$ cat config.mk
export PLATFORM = sky130hd
export DESIGN_NAME = fpc_ram
export DESIGN_NICKNAME = d
export VERILOG_FILES = /design/src/fpc_ram.sv
export SDC_FILE = /design/constraint.sdc
export NUM_CORES = 1
export LEC_CHECK = 0
export CAP_MARGIN = 0
export CORE_AREA = 5 5 114 127
export DETAILED_ROUTE_END_ITERATION = 10
export DIE_AREA = 0 0 119 132
export DONT_BUFFER_PORTS = 1
export GPL_ROUTABILITY_DRIVEN = 0
export PLACE_DENSITY = 0.5
export SETUP_SLACK_MARGIN = 0.5
export SKIP_CTS_REPAIR_TIMING = 1
export SYNTH_ARGS = -nofsm -noshare
export SYNTH_HDL_FRONTEND = slang
export SYNTH_SLANG_ARGS = --single-unit
export TNS_END_PERCENT = 5
$ cat constraint.sdc
create_clock -name clk -period 4.5 [get_ports clk]
set_input_delay 1.35 -clock clk [delete_from_list [all_inputs] [get_ports clk]]
set_output_delay 1.35 -clock clk [all_outputs]
set_load 0.1 [all_outputs]
$ cat src/fpc_ram.sv
`default_nettype none
// ----------------------------------------------------------------------------
// fpc_ram
// Generic single-port synchronous RAM, registered read.
// ----------------------------------------------------------------------------
module fpc_ram #(
    parameter int WIDTH = 8,
    parameter int DEPTH = 16
) (
    input  wire logic                     clk,
    input  wire logic                     we,
    input  wire logic [$clog2(DEPTH)-1:0] addr,
    input  wire logic [WIDTH-1:0]         wdata,
    output logic      [WIDTH-1:0]         rdata
);
    logic [WIDTH-1:0] mem [DEPTH];

    always_ff @(posedge clk)
    begin
        if (we)
        begin
            mem[addr] <= wdata;
        end
        rdata <= mem[addr];
    end
endmodule
`default_nettype wire

# Yosys cells after proc, flatten, opt, wreduce, memory -nomap -nowiden
# Memory sizes are Yosys's and may differ from the RTL's. A register that Yosys moved wholly into a read port is not among the register bits.
# Cells that the tools add are included.
[word_totals]
ff_bits = 0
latch_bits = 0
mem_bits_rw = 128
romBits = 0
inputBits = 14
out_inout_bits = 8
wordCells = 3
n_memories = 1
[mem_list]
columns = ["memory", "words", "width", "rd", "rd_clocked_by_memory_dff", "wr", "line_no", "source"]
rows = [
  ["mem", 16, 8, 1, 1, 1, "16", "logic [WIDTH-1:0] mem [DEPTH];"],
]
[classes]
addsub = 0
multipliers = 0
div_mod_pow = 0
magnitude_cmp = 0
eq_ne = 0
shifts = 0
mux = 2
n_bitwise = 0
n_reduce_logical = 0
[ops]
columns = ["operator", "count"]
rows = [
  ["two-way mux 1 bit", 2],
]

# Depth between registers and ports, before layout
# Gate-level depths: netlist (run 1).
[logic_depth]
depth_word = 2
depth_mapped = 5
mapped_depth_nobuf = 3

# Worst setup path before layout (run 1)
# Ideal clock, no wire load.
[synth_timing]
path_kind = "in2reg"
start = "input addr[2]"
end = "memory mem[0][0], enable pin"
setup_ns = 0.383
t_arrival_ns = 2.460
t_required_ns = 4.117
setup_slack_ns = 1.657
stages = 2
n_path_buf = 0
cell_sequence = "or3b_2 > nor3_1"
[synth_rtl]
columns = ["element", "line_no", "source"]
rows = [
  ["from (decl)", "12", "input wire logic [$clog2(DEPTH)-1:0] addr,"],
  ["to (decl)", "16", ""],
]
# No word-level cell before the write port.

# Worst setup path after layout (run 1)
[layout_timing]
start = "register rdata[0] (read register of mem)"
end = "output rdata[0]"
[layout_rtl]
columns = ["element", "line_no", "source"]
rows = [
  ["from (decl)", "14", "output logic [WIDTH-1:0] rdata"],
]
# No word-level cell between the ends.

==> impl_metrics.py, run 1 <==
metrics = {
    "timing": {
        "slew-limit-headroom_pct": 19.70,
        "timing.hold.ws_ns": 0.6813,
        "report.final.slew_viol_count": 0,
        "fmaxAchievable_mhz": 372.4,
        "hold_fails_final_rpt": 0,
        "setup_viol_count_final": 0,
        "tightestPinTransition_ns": 1.195,
        "final_period_minus_worst_setup_slack_ns": 2.685,
        "rsz0062_at_grt": "no",
        "final.setup.tns_ns": 0,
        "worst_clock_skew_ns": 0.006265,
        "final.period_utilization_pct": 59.67,
    },
    "drt": {
        "vias": 2229,
        "first_iter_violations": 213,
        "wire_per_inst_um": 24.27,
        "wirelength_um": 10050,
        "remaining_drc_errors": 0,
        "drt_pre_antenna_iters": 5,
        "detail_route.vias_per_cell": 5.384,
        "final_antenna_net_count": 0,
    },
    "layout": {
        "num-nets-final": 254,
        "area_delta_synth_final_pct": 13.48,
        "antenna-diode-count": 0,
        "final_core_utilization_pct": 44.26,
        "instances_no_fill": 414,
        "drive_above_1_share_pct": 23.72,
    },
    "pwr": {
        "netSwitchingPower_uw": 572.7,
        "cellLeakagePower_uw": 0.001805,
        "power.density_mw_per_mm2": 485.5,
        "power.share.sequential_pct": 53.3,
        "combPwrFrac_pct": 2.7,
        "power.share.clock_pct": 43.9,
        "ir_worst_vdd_uv": 252.9,
        "cellInternalPower_uw": 2219,
        "power_switching_share_pct": 20.51,
    },
    "placement": {
        "placed_cell_count": 382,
        "dpl.hpwl_um": 6068,
        "numPortBuffers": 0,
    },
    "clock_network": {
        "clock-root-buffer": "sky130_fd_sc_hd__clkbuf_16",
        "clk_latency_ns": 0.40,
        "clk_path_buf_depth": 2,
        "cts_inserted_buffers": 17,
        "clock-sinks": 136,
        "tritoncts": "built",
        "clk_pin_slew_ns": 0.06,
        "cts-htree-levels": 4,
    },
    "worst_setup_path": {
        "worstReg2RegStart": "mem[0][3]$_DFFE_PP_",
        "reg2reg_to": "rdata[3]$_DFF_P_",
        "critPathLaunchType": "flip-flop",
        "cp.depth": 0,
        "worstSetupPathType": "reg -> out",
        "r2r.worst_path.cells": 3,
        "cp.required_ns": 3.15,
        "worst_ep_arrival_ns": 1.34,
        "setup_crit_end": "rdata[0]",
        "critPathCaptureType": "output port",
        "timing.reg2reg.setup_slack_ns": 3.11,
        "critical_path_peak_fanout": 1,
        "worstSetupStartpoint": "rdata[0]$_DFF_P_",
    },
    "status": {
        "status": "finished clean",
    },
    "die": {
        "die_width_um": 119,
        "fp.dieH_um": 132,
        "floorplan.core_area_mm2": 0.01299,
        "fp.dieArea_mm2": 0.01571,
        "core.rowCount": 44,
        "initial_util_pct": 39.00,
        "io_pins": 22,
    },
    "global_route": {
        "globalRouteOverflowTotal": 0,
        "global_route_wire_length_before_repair_um": 15030,
        "grt_pass1_vias": 2305,
        "grt_use_total_pct": 13.42,
        "grt_max_degree": 40,
        "number_of_antenna_violations_at_the_first_check_in_global_routing": 0,
    },
    "logic_synthesis": {
        "postSynthRegisterBits": 136,
        "mappedNetlistArea_mm2": 0.005067,
        "ys_types": 18,
        "share_of_synthesized_area_occupied_by_flip_flops_and_latches_pct": 79.01,
        "netlist_instances": 230,
        "ys.warnings.count": 0,
        "synthesis.nets": 244,
        "post_synth.cell_area_avg_um2": 22.03,
    },
    "worst_hold_path": {
        "timing.hold.worst_path_depth": 3,
        "min-delay-path-class": "reg -> reg",
    },
    "job": {
        "max_cap_violations": 0,
    },
}
-- sequential cells by signal (all words and copies together), names as in the netlist --
register,flops
mem,128
rdata,8
-- worst min path at each step --
stage / slack (ns) / from / end
floorplan: 0.63 / mem[14][0]$_DFFE_PP_ / rdata[0]$_DFF_P_
global placement: 0.67 / mem[10][6]$_DFFE_PP_ / rdata[6]$_DFF_P_
detailed placement: 0.67 / mem[10][6]$_DFFE_PP_ / rdata[6]$_DFF_P_
CTS: 0.69 / mem[10][6]$_DFFE_PP_ / rdata[6]$_DFF_P_
global route: 0.72 / mem[15][6]$_DFFE_PP_ / rdata[6]$_DFF_P_
finish: 0.68 / mem[10][6]$_DFFE_PP_ / rdata[6]$_DFF_P_
-- cells in the final DEF, fill, tap and decap left out, types with 4 or more instances in the layout --
cell type / instances
sky130_fd_sc_hd__clkinv_2: 4
sky130_fd_sc_hd__dfxtp_1: 8
sky130_fd_sc_hd__clkbuf_16: 17
sky130_fd_sc_hd__clkbuf_1: 7
sky130_fd_sc_hd__a22oi_1: 16
sky130_fd_sc_hd__nand2_1: 9
sky130_fd_sc_hd__nor3_1: 4
sky130_fd_sc_hd__clkbuf_8: 4
sky130_fd_sc_hd__edfxtp_1: 128
sky130_fd_sc_hd__nor2_1: 13
sky130_fd_sc_hd__mux4_2: 32
-- logic make-up after synthesis --
logic type	after synthesis	synth area share, %
DFF	136	79.01
AOI/OAI and AO/OA	16	2.370
buffers and inverters	11	1.185
muxes	32	14.22
and+or+nand+nor	35	3.210
-- cells in the mapped netlist (all sizes together) --
| library cell | number | area (µm²) |
|---|---|---|
| edfxtp | 128 | 3844 |
| mux4 | 32 | 720.7 |
| a22oi | 16 | 120.1 |
| nor2 | 13 | 48.80 |
| nand2 | 9 | 33.78 |
| buf | 8 | 47.54 |
| dfxtp | 8 | 160.2 |
| nor3 | 4 | 20.02 |
| clkbuf | 3 | 12.51 |
| nand2b | 2 | 12.51 |
| nand3b | 2 | 15.01 |
| nor2b | 2 | 12.51 |
| and2 | 1 | 6.260 |
| nand3 | 1 | 5.000 |
| or3b | 1 | 8.760 |
-- through the flow --
step | setup WS [ns] | area [µm²] | power (µW)
3_5_place_dp | 1.648 | 5224 | 1593
3_3_place_gp | 1.689 | 5224 | 1592
5_1_grt | 1.782 | 5751 | 2882
6_report | 1.815 | 5751 | 2792
2_1_floorplan | 1.657 | 5067 | 1584
4_1_cts | 1.795 | 5751 | 2816
-- tightest hold or removal path: stages, from the launching register on --
cell and delay, ns:
sky130_fd_sc_hd__edfxtp_1 0.31, sky130_fd_sc_hd__mux4_2 0.22, sky130_fd_sc_hd__a22oi_1 0.07, sky130_fd_sc_hd__nand2_1 0.05
-- power by group through the flow --
stage	Sequential, µW	Combinational (µW)	Clock, µW
global placement	1510	78.4	0
global route	1490	81.9	1310
CTS	1490	78.5	1250
floorplan	1510	73.0	0
finish	1490	76.5	1230
detailed placement	1510	78.4	0
-- final cells by class --
class | instances | area, µm²
fillers | 1107 | 7242
flip-flops and latches | 136 | 4004
multi-input cells | 83 | 1003
clock buffers | 28 | 506.7
well taps | 161 | 201.4
clock inverters | 4 | 20.02
repair buffers | 2 | 15.01
-- layer usage --
| layer | track usage [%] | wire (µm) |
|---|---|---|
| met2 | 19.89 | 4827 |
| met5 | 0 | 0 |
| met1 | 18.59 | 4624 |
| met3 | 4.206 | 469 |
| met4 | 5.216 | 127 |
Power figures use the tool's default switching activity.
==> run 2: changes to the inputs <==
ABC_AREA = 1   (was unset)
CORE_AREA = 5 5 119 133   (was 5 5 114 127)
DIE_AREA = 0 0 124 138   (was 0 0 119 132)
clock period = 2.8 ns   (was 4.5 ns; I/O delays follow)
==> run 2 against run 1 <==
Against the previous run:
- via count rose by 57%
- register-to-register slack got worse by 1.4 ns
- power up 72%
- combinational power rose to 4.0 times the previous value
- area after synthesis up 10%
- largest cell class unchanged
==> impl_metrics.py, run 2 <==
metrics = {
    "status": {
        "status": "finished clean",
    },
    "layout": {
        "fillerInstances": 1343,
        "antenna-diode-count": 0,
        "largest_register_ffs": 128,
        "multi_input_comb_area_mm2": 0.001386,
        "registers.top_by_ff_count": "mem",
        "reg_top3": "mem x128, rdata x8",
        "final_common_cell": "sky130_fd_sc_hd__nand2_1",
        "layout.cells.most_common_list": "346 x sky130_fd_sc_hd__nand2_1, 128 x sky130_fd_sc_hd__edfxtp_1, 26 x sky130_fd_sc_hd__buf_4, 21 x sky130_fd_sc_hd__inv_1, 18 x sky130_fd_sc_hd__nor2_1",
        "ff_latch_area_mm2": 0.004004,
        "drive_above_1_share_pct": 9.744,
        "area_delta_synth_final_pct": 16.17,
        "num-nets-final": 586,
        "postLayoutCellArea_mm2": 0.006497,
    },
    "logic_synthesis": {
        "postSynthRegisterBits": 136,
        "combinational_family_with_the_most_area_after_synthesis": "simple AND/OR/NAND/NOR gates",
        "mappedNetlistArea_mm2": 0.005593,
        "yosys.area_share.xor_xnor_pct": 0,
        "synth_commonest_cells": "346 x sky130_fd_sc_hd__nand2_1, 128 x sky130_fd_sc_hd__edfxtp_1, 21 x sky130_fd_sc_hd__inv_1",
        "share_of_synthesized_area_occupied_by_flip_flops_and_latches_pct": 71.59,
        "synthesis.nets": 562,
        "synth-adder-area-share_pct": 0,
        "post_synth.cell_area_avg_um2": 10.21,
        "post-synth-top-area-cell": "sky130_fd_sc_hd__edfxtp_1",
        "yosys.cell_count.top_type": "sky130_fd_sc_hd__nand2_1",
        "yosys.area_share.simple_pct": 24.79,
        "synth_compound_area_share_pct": 0,
        "ys.warnings.count": 0,
        "ys_types": 11,
        "synth_top_area_share_pct": 68.72,
        "ffs_w_async_s_r_synth_pct": 0,
        "ys_dominant_reg_cell": "sky130_fd_sc_hd__edfxtp_1",
        "post_synth_mux_area_share_pct": 0,
        "synth_edf_count": 128,
        "netlist_instances": 548,
        "post_synth_main_area_contributors": "sky130_fd_sc_hd__edfxtp_1 69%, sky130_fd_sc_hd__nand2_1 23%, sky130_fd_sc_hd__dfxtp_1 2.9%",
    },
    "worst_setup_path": {
        "worstSetupPathType": "reg -> out",
        "r2r.worst_path.cells": 8,
        "critPathCaptureType": "output port",
        "critPathLaunchType": "flip-flop",
        "cp_cell_sequence": "buf_4",
        "worst-path-buf-inv": 1,
        "worstReg2RegStart": "mem[3][2]$_DFFE_PP_",
        "reg2reg_to": "rdata[2]$_DFF_P_",
        "crit_path_max_incr_delay_ns": 0.31,
        "worstSetupStartpoint": "rdata[4]$_DFF_P_",
        "timing.reg2reg.setup_slack_ns": 1.73,
        "cp.required_ns": 1.96,
        "timing.critical_path.max_delay_family": "flip-flops",
        "worst_ep_arrival_ns": 1.01,
        "critical_path_peak_fanout": 1,
        "critPathSlowestCell": "sky130_fd_sc_hd__dfxtp_1",
    },
    "global_route": {
        "number_of_antenna_violations_at_the_first_check_in_global_routing": 0,
        "grt_use_total_pct": 15.53,
        "global_route_wire_length_before_repair_um": 19530,
        "globalRouteOverflowTotal": 0,
        "grt_max_degree": 68,
        "grt_pass1_vias": 3551,
    },
    "clock_network": {
        "clk_path_buf_depth": 2,
        "tritoncts": "built",
        "clock-sinks": 136,
        "clk_pin_slew_ns": 0.06,
        "clk_latency_ns": 0.42,
        "clock-root-buffer": "sky130_fd_sc_hd__clkbuf_16",
        "cts-htree-levels": 4,
        "cts_inserted_buffers": 17,
    },
    "timing": {
        "slew-limit-headroom_pct": 47.07,
        "worst_clock_skew_ns": 0.006580,
        "setup_viol_count_final": 0,
        "final.setup.tns_ns": 0,
        "final_period_minus_worst_setup_slack_ns": 1.848,
        "report.final.slew_viol_count": 0,
        "final.period_utilization_pct": 65.99,
        "timing.hold.ws_ns": 0.5156,
        "tightestPinTransition_ns": 0.7911,
        "fmaxAchievable_mhz": 541.2,
        "rsz0062_at_grt": "no",
        "hold_fails_final_rpt": 0,
    },
    "drt": {
        "vias": 3494,
        "wirelength_um": 12450,
        "drt_pre_antenna_iters": 4,
        "remaining_drc_errors": 0,
        "detail_route.vias_per_cell": 4.497,
        "wire_per_inst_um": 16.02,
        "final_antenna_net_count": 0,
        "first_iter_violations": 249,
    },
    "placement": {
        "numPortBuffers": 0,
        "post_dp_cell_area_mm2": 0.005912,
        "dpl.hpwl_um": 7599,
    },
    "die": {
        "floorplan.core_area_mm2": 0.01422,
        "initial_util_pct": 39.34,
        "core.rowCount": 46,
        "die_width_um": 124,
        "fp.dieArea_mm2": 0.01711,
        "io_pins": 22,
        "fp.dieH_um": 138,
    },
    "pwr": {
        "power.density_mw_per_mm2": 737.2,
        "ir_worst_vdd_uv": 382.2,
        "cellLeakagePower_uw": 0.002762,
    },
    "worst_hold_path": {
        "min_delay_worst_endpoint": "mem[6][6]$_DFFE_PP_",
        "min-delay-path-class": "in -> reg",
        "holdCritStartpoint": "wdata[6]",
        "timing.hold.worst_path_depth": 0,
    },
    "job": {
        "max_cap_violations": 0,
    },
}
-- run 2: cell types whose count changed after synthesis, moves of 3 or more --
cell / before / now
sky130_fd_sc_hd__a22oi_1: 16 / 0
sky130_fd_sc_hd__buf_1: 4 / 0
sky130_fd_sc_hd__buf_2: 2 / 12
sky130_fd_sc_hd__buf_4: 0 / 6
sky130_fd_sc_hd__inv_1: 0 / 21
sky130_fd_sc_hd__mux4_2: 32 / 0
sky130_fd_sc_hd__nand2_1: 9 / 346
sky130_fd_sc_hd__nand3_1: 1 / 4
sky130_fd_sc_hd__nor2_1: 13 / 18
sky130_fd_sc_hd__nor3_1: 4 / 0
-- run 2: worst max-delay path by stage --
stage,end,cells past startpoint,slack [ns]
floorplan,mem[3][0]$_DFFE_PP_,4,0.58
global placement,mem[12][2]$_DFFE_PP_,5,0.66
detailed placement,mem[4][2]$_DFFE_PP_,5,0.64
CTS,rdata[4],1,0.93
global route,rdata[4],1,0.91
finish,rdata[4],1,0.95
-- run 2: final cells by class --
cell class | instances | share of cell area, %
Sequential cell | 136 | 61.62
Multi-Input combinational cell | 368 | 21.34
Clock buffer | 17 | 6.547
Tap cell | 192 | 3.697
Timing Repair Buffer | 26 | 3.004
Clock inverter | 15 | 2.465
Inverter | 23 | 1.329
-- run 2: metrics by stage --
stage	std cells	power [µW]	setup slack [ns]	util (%)
after floorplan	548	2586	0.5828	-
after global placement	745	2644	0.6604	41.59
after detailed placement	745	2644	0.6446	41.59
after CTS	777	4837	0.9250	45.71
after global routing	777	4967	0.9079	45.71
final	777	4790	0.9523	45.71
-- run 2: per-layer routing --
metal,up-vias,track usage (%),share of wire [%]
met3,22,4.202,3.5
met1,1610,20.23,45
met4,0,6.574,2.5
li1,1800,-,-
met5,-,0,0
met2,62,24.35,49
-- run 2: logic make-up after synthesis --
| kind of cell | count (synthesis) |
|---|---|
| flops | 136 |
| buf+inv | 44 |
| simple gates | 368 |
-- run 2: report_power, final --
group / switching [µW] / internal (µW)
Combinational: 232 / 76.8
Sequential: 11.6 / 2280
Clock: 809 / 1380
==> run 3: changes to the inputs <==
clock period = 1.78 ns   (was 2.8 ns; I/O delays follow)
==> run 3 against run 2 <==
Against the previous run:
- largest power group unchanged
- utilization up 1.2 points
- critical path depth unchanged
- sequential power up 59%
- combinational power up 84%
- first-iteration DRC count down 40%
- routed wire length up 2.9%
- cell area is 2.6% higher
- clock power rose by 42%
- cell count shrank 1.8%
- register-to-register slack worse by 0.94 ns
- largest cell class unchanged
- non-clock buffer count down 13
- highest routed layer unchanged
- die area did not move
==> impl_metrics.py, run 3 (same netlist as run 2, synthesis figures left out) <==
metrics = {
    "layout": {
        "drive_above_1_share_pct": 12.43,
        "layout.cells.most_common_list": "346 x sky130_fd_sc_hd__nand2_1, 128 x sky130_fd_sc_hd__edfxtp_1, 19 x sky130_fd_sc_hd__inv_1, 17 x sky130_fd_sc_hd__nor2_4, 17 x sky130_fd_sc_hd__clkbuf_16",
        "registers.top_by_ff_count": "mem",
        "num-nets-final": 573,
        "reg_top3": "mem x128, rdata x8",
        "area_delta_synth_final_pct": 19.19,
        "antenna-diode-count": 0,
        "final_common_cell": "sky130_fd_sc_hd__nand2_1",
        "largest_register_ffs": 128,
    },
    "placement": {
        "dpl.hpwl_um": 7701,
        "numPortBuffers": 0,
    },
    "timing": {
        "final.period_utilization_pct": 83.81,
        "report.final.slew_viol_count": 0,
        "final.setup.tns_ns": 0,
        "slew-limit-headroom_pct": 70.22,
        "final_period_minus_worst_setup_slack_ns": 1.492,
        "worst_clock_skew_ns": 0.01031,
        "hold_fails_final_rpt": 0,
        "timing.hold.ws_ns": 0.2143,
        "setup_viol_count_final": 0,
        "fmaxAchievable_mhz": 670.4,
        "tightestPinTransition_ns": 0.4456,
        "rsz0062_at_grt": "yes",
    },
    "worst_setup_path": {
        "worst-path-buf-inv": 1,
        "critical_path_peak_fanout": 1,
        "crit_path_max_incr_delay_ns": 0.37,
        "worstSetupPathType": "reg -> out",
        "critPathCaptureType": "output port",
        "cp.required_ns": 1.25,
        "worst_ep_arrival_ns": 0.96,
        "timing.critical_path.max_delay_family": "flip-flops",
        "critPathSlowestCell": "sky130_fd_sc_hd__dfxtp_4",
        "cp_cell_sequence": "buf_12",
        "critPathLaunchType": "flip-flop",
    },
    "die": {
        "core.rowCount": 46,
        "fp.dieArea_mm2": 0.01711,
        "io_pins": 22,
        "initial_util_pct": 39.34,
        "fp.dieH_um": 138,
        "die_width_um": 124,
        "floorplan.core_area_mm2": 0.01422,
    },
    "pwr": {
        "power.density_mw_per_mm2": 1096,
        "cellLeakagePower_uw": 0.002709,
        "ir_worst_vdd_uv": 614.5,
    },
    "drt": {
        "wirelength_um": 12810,
        "vias": 3501,
        "drt_pre_antenna_iters": 4,
        "final_antenna_net_count": 0,
        "first_iter_violations": 149,
        "remaining_drc_errors": 0,
        "detail_route.vias_per_cell": 4.588,
        "wire_per_inst_um": 16.78,
    },
    "clock_network": {
        "clk_pin_slew_ns": 0.06,
        "tritoncts": "built",
        "cts-htree-levels": 4,
        "cts_inserted_buffers": 17,
        "clock-sinks": 136,
        "clock-root-buffer": "sky130_fd_sc_hd__clkbuf_16",
        "clk_path_buf_depth": 2,
        "clk_latency_ns": 0.41,
    },
    "global_route": {
        "number_of_antenna_violations_at_the_first_check_in_global_routing": 0,
        "globalRouteOverflowTotal": 0,
        "grt_pass1_vias": 3435,
        "grt_max_degree": 68,
        "grt_use_total_pct": 15.83,
        "global_route_wire_length_before_repair_um": 19920,
    },
    "status": {
        "status": "finished clean",
    },
    "job": {
        "max_cap_violations": 0,
    },
    "worst_hold_path": {
        "min-delay-path-class": "in -> reg",
    },
}
-- run 3: changes by cell type in the layout (fill, tap and decap cells not counted), sizes merged --
cell	change
buf	-13
bufinv	-2
clkbuf	+3
clkinv	-3
clkinvlp	+1
-- run 3: path summary, 6_finish.rpt --
| kind | depth (start not counted) | startpoint | slack (ns) | endpoint |
|---|---|---|---|---|
| hold reg to reg | 8 | mem[4][0]$_DFFE_PP_ | 0.71 | rdata[0]$_DFF_P_ |
| hold / removal | 0 | wdata[4] | 0.21 | mem[7][4]$_DFFE_PP_ |
| setup reg to reg | 8 | mem[9][0]$_DFFE_PP_ | 0.79 | rdata[0]$_DFF_P_ |
| setup / recovery | 1 | rdata[4]$_DFF_P_ | 0.29 | rdata[4] |
-- run 3: where the power goes --
group,switching (µW),leakage (µW),internal (µW)
logic,386,0.00124,183
clock network,1230,0.000248,1880
registers,37.8,0.00122,3590
total,1650,0.00271,5650
-- run 3: layout make-up --
| class | instances | area, µm² |
|---|---|---|
| clock buffer | 20 | 436.7 |
| fill | 1358 | 7550 |
| multi-input combinational | 368 | 1567 |
| timing repair buffer | 13 | 222.7 |
| inverter | 23 | 101.3 |
| sequential | 136 | 4015 |
| tap | 192 | 240.2 |
| clock inverter | 11 | 83.83 |
-- run 3: per-layer routing --
layer / track usage, % / vias up / share of wire (%)
met5: 0 / - / 0
li1: - / 1780 / -
met1: 21.37 / 1647 / 46
met2: 25.26 / 60 / 50
met4: 5.306 / 0 / 1.2
met3: 3.509 / 14 / 2.9
-- run 3: metrics by stage --
step | setup slack [ns] | utilization, % | total power [µW] | area [µm²] | std cells
floorplan | 0.2949 | - | 4114 | 5841 | 548
global placement | 0.1944 | 42.45 | 4195 | 6035 | 732
detailed placement | 0.1776 | 42.45 | 4195 | 6035 | 732
CTS | 0.1310 | 46.11 | 7298 | 6555 | 763
global route | 0.2642 | 46.89 | 7566 | 6666 | 763
finish | 0.2883 | 46.89 | 7305 | 6666 | 763
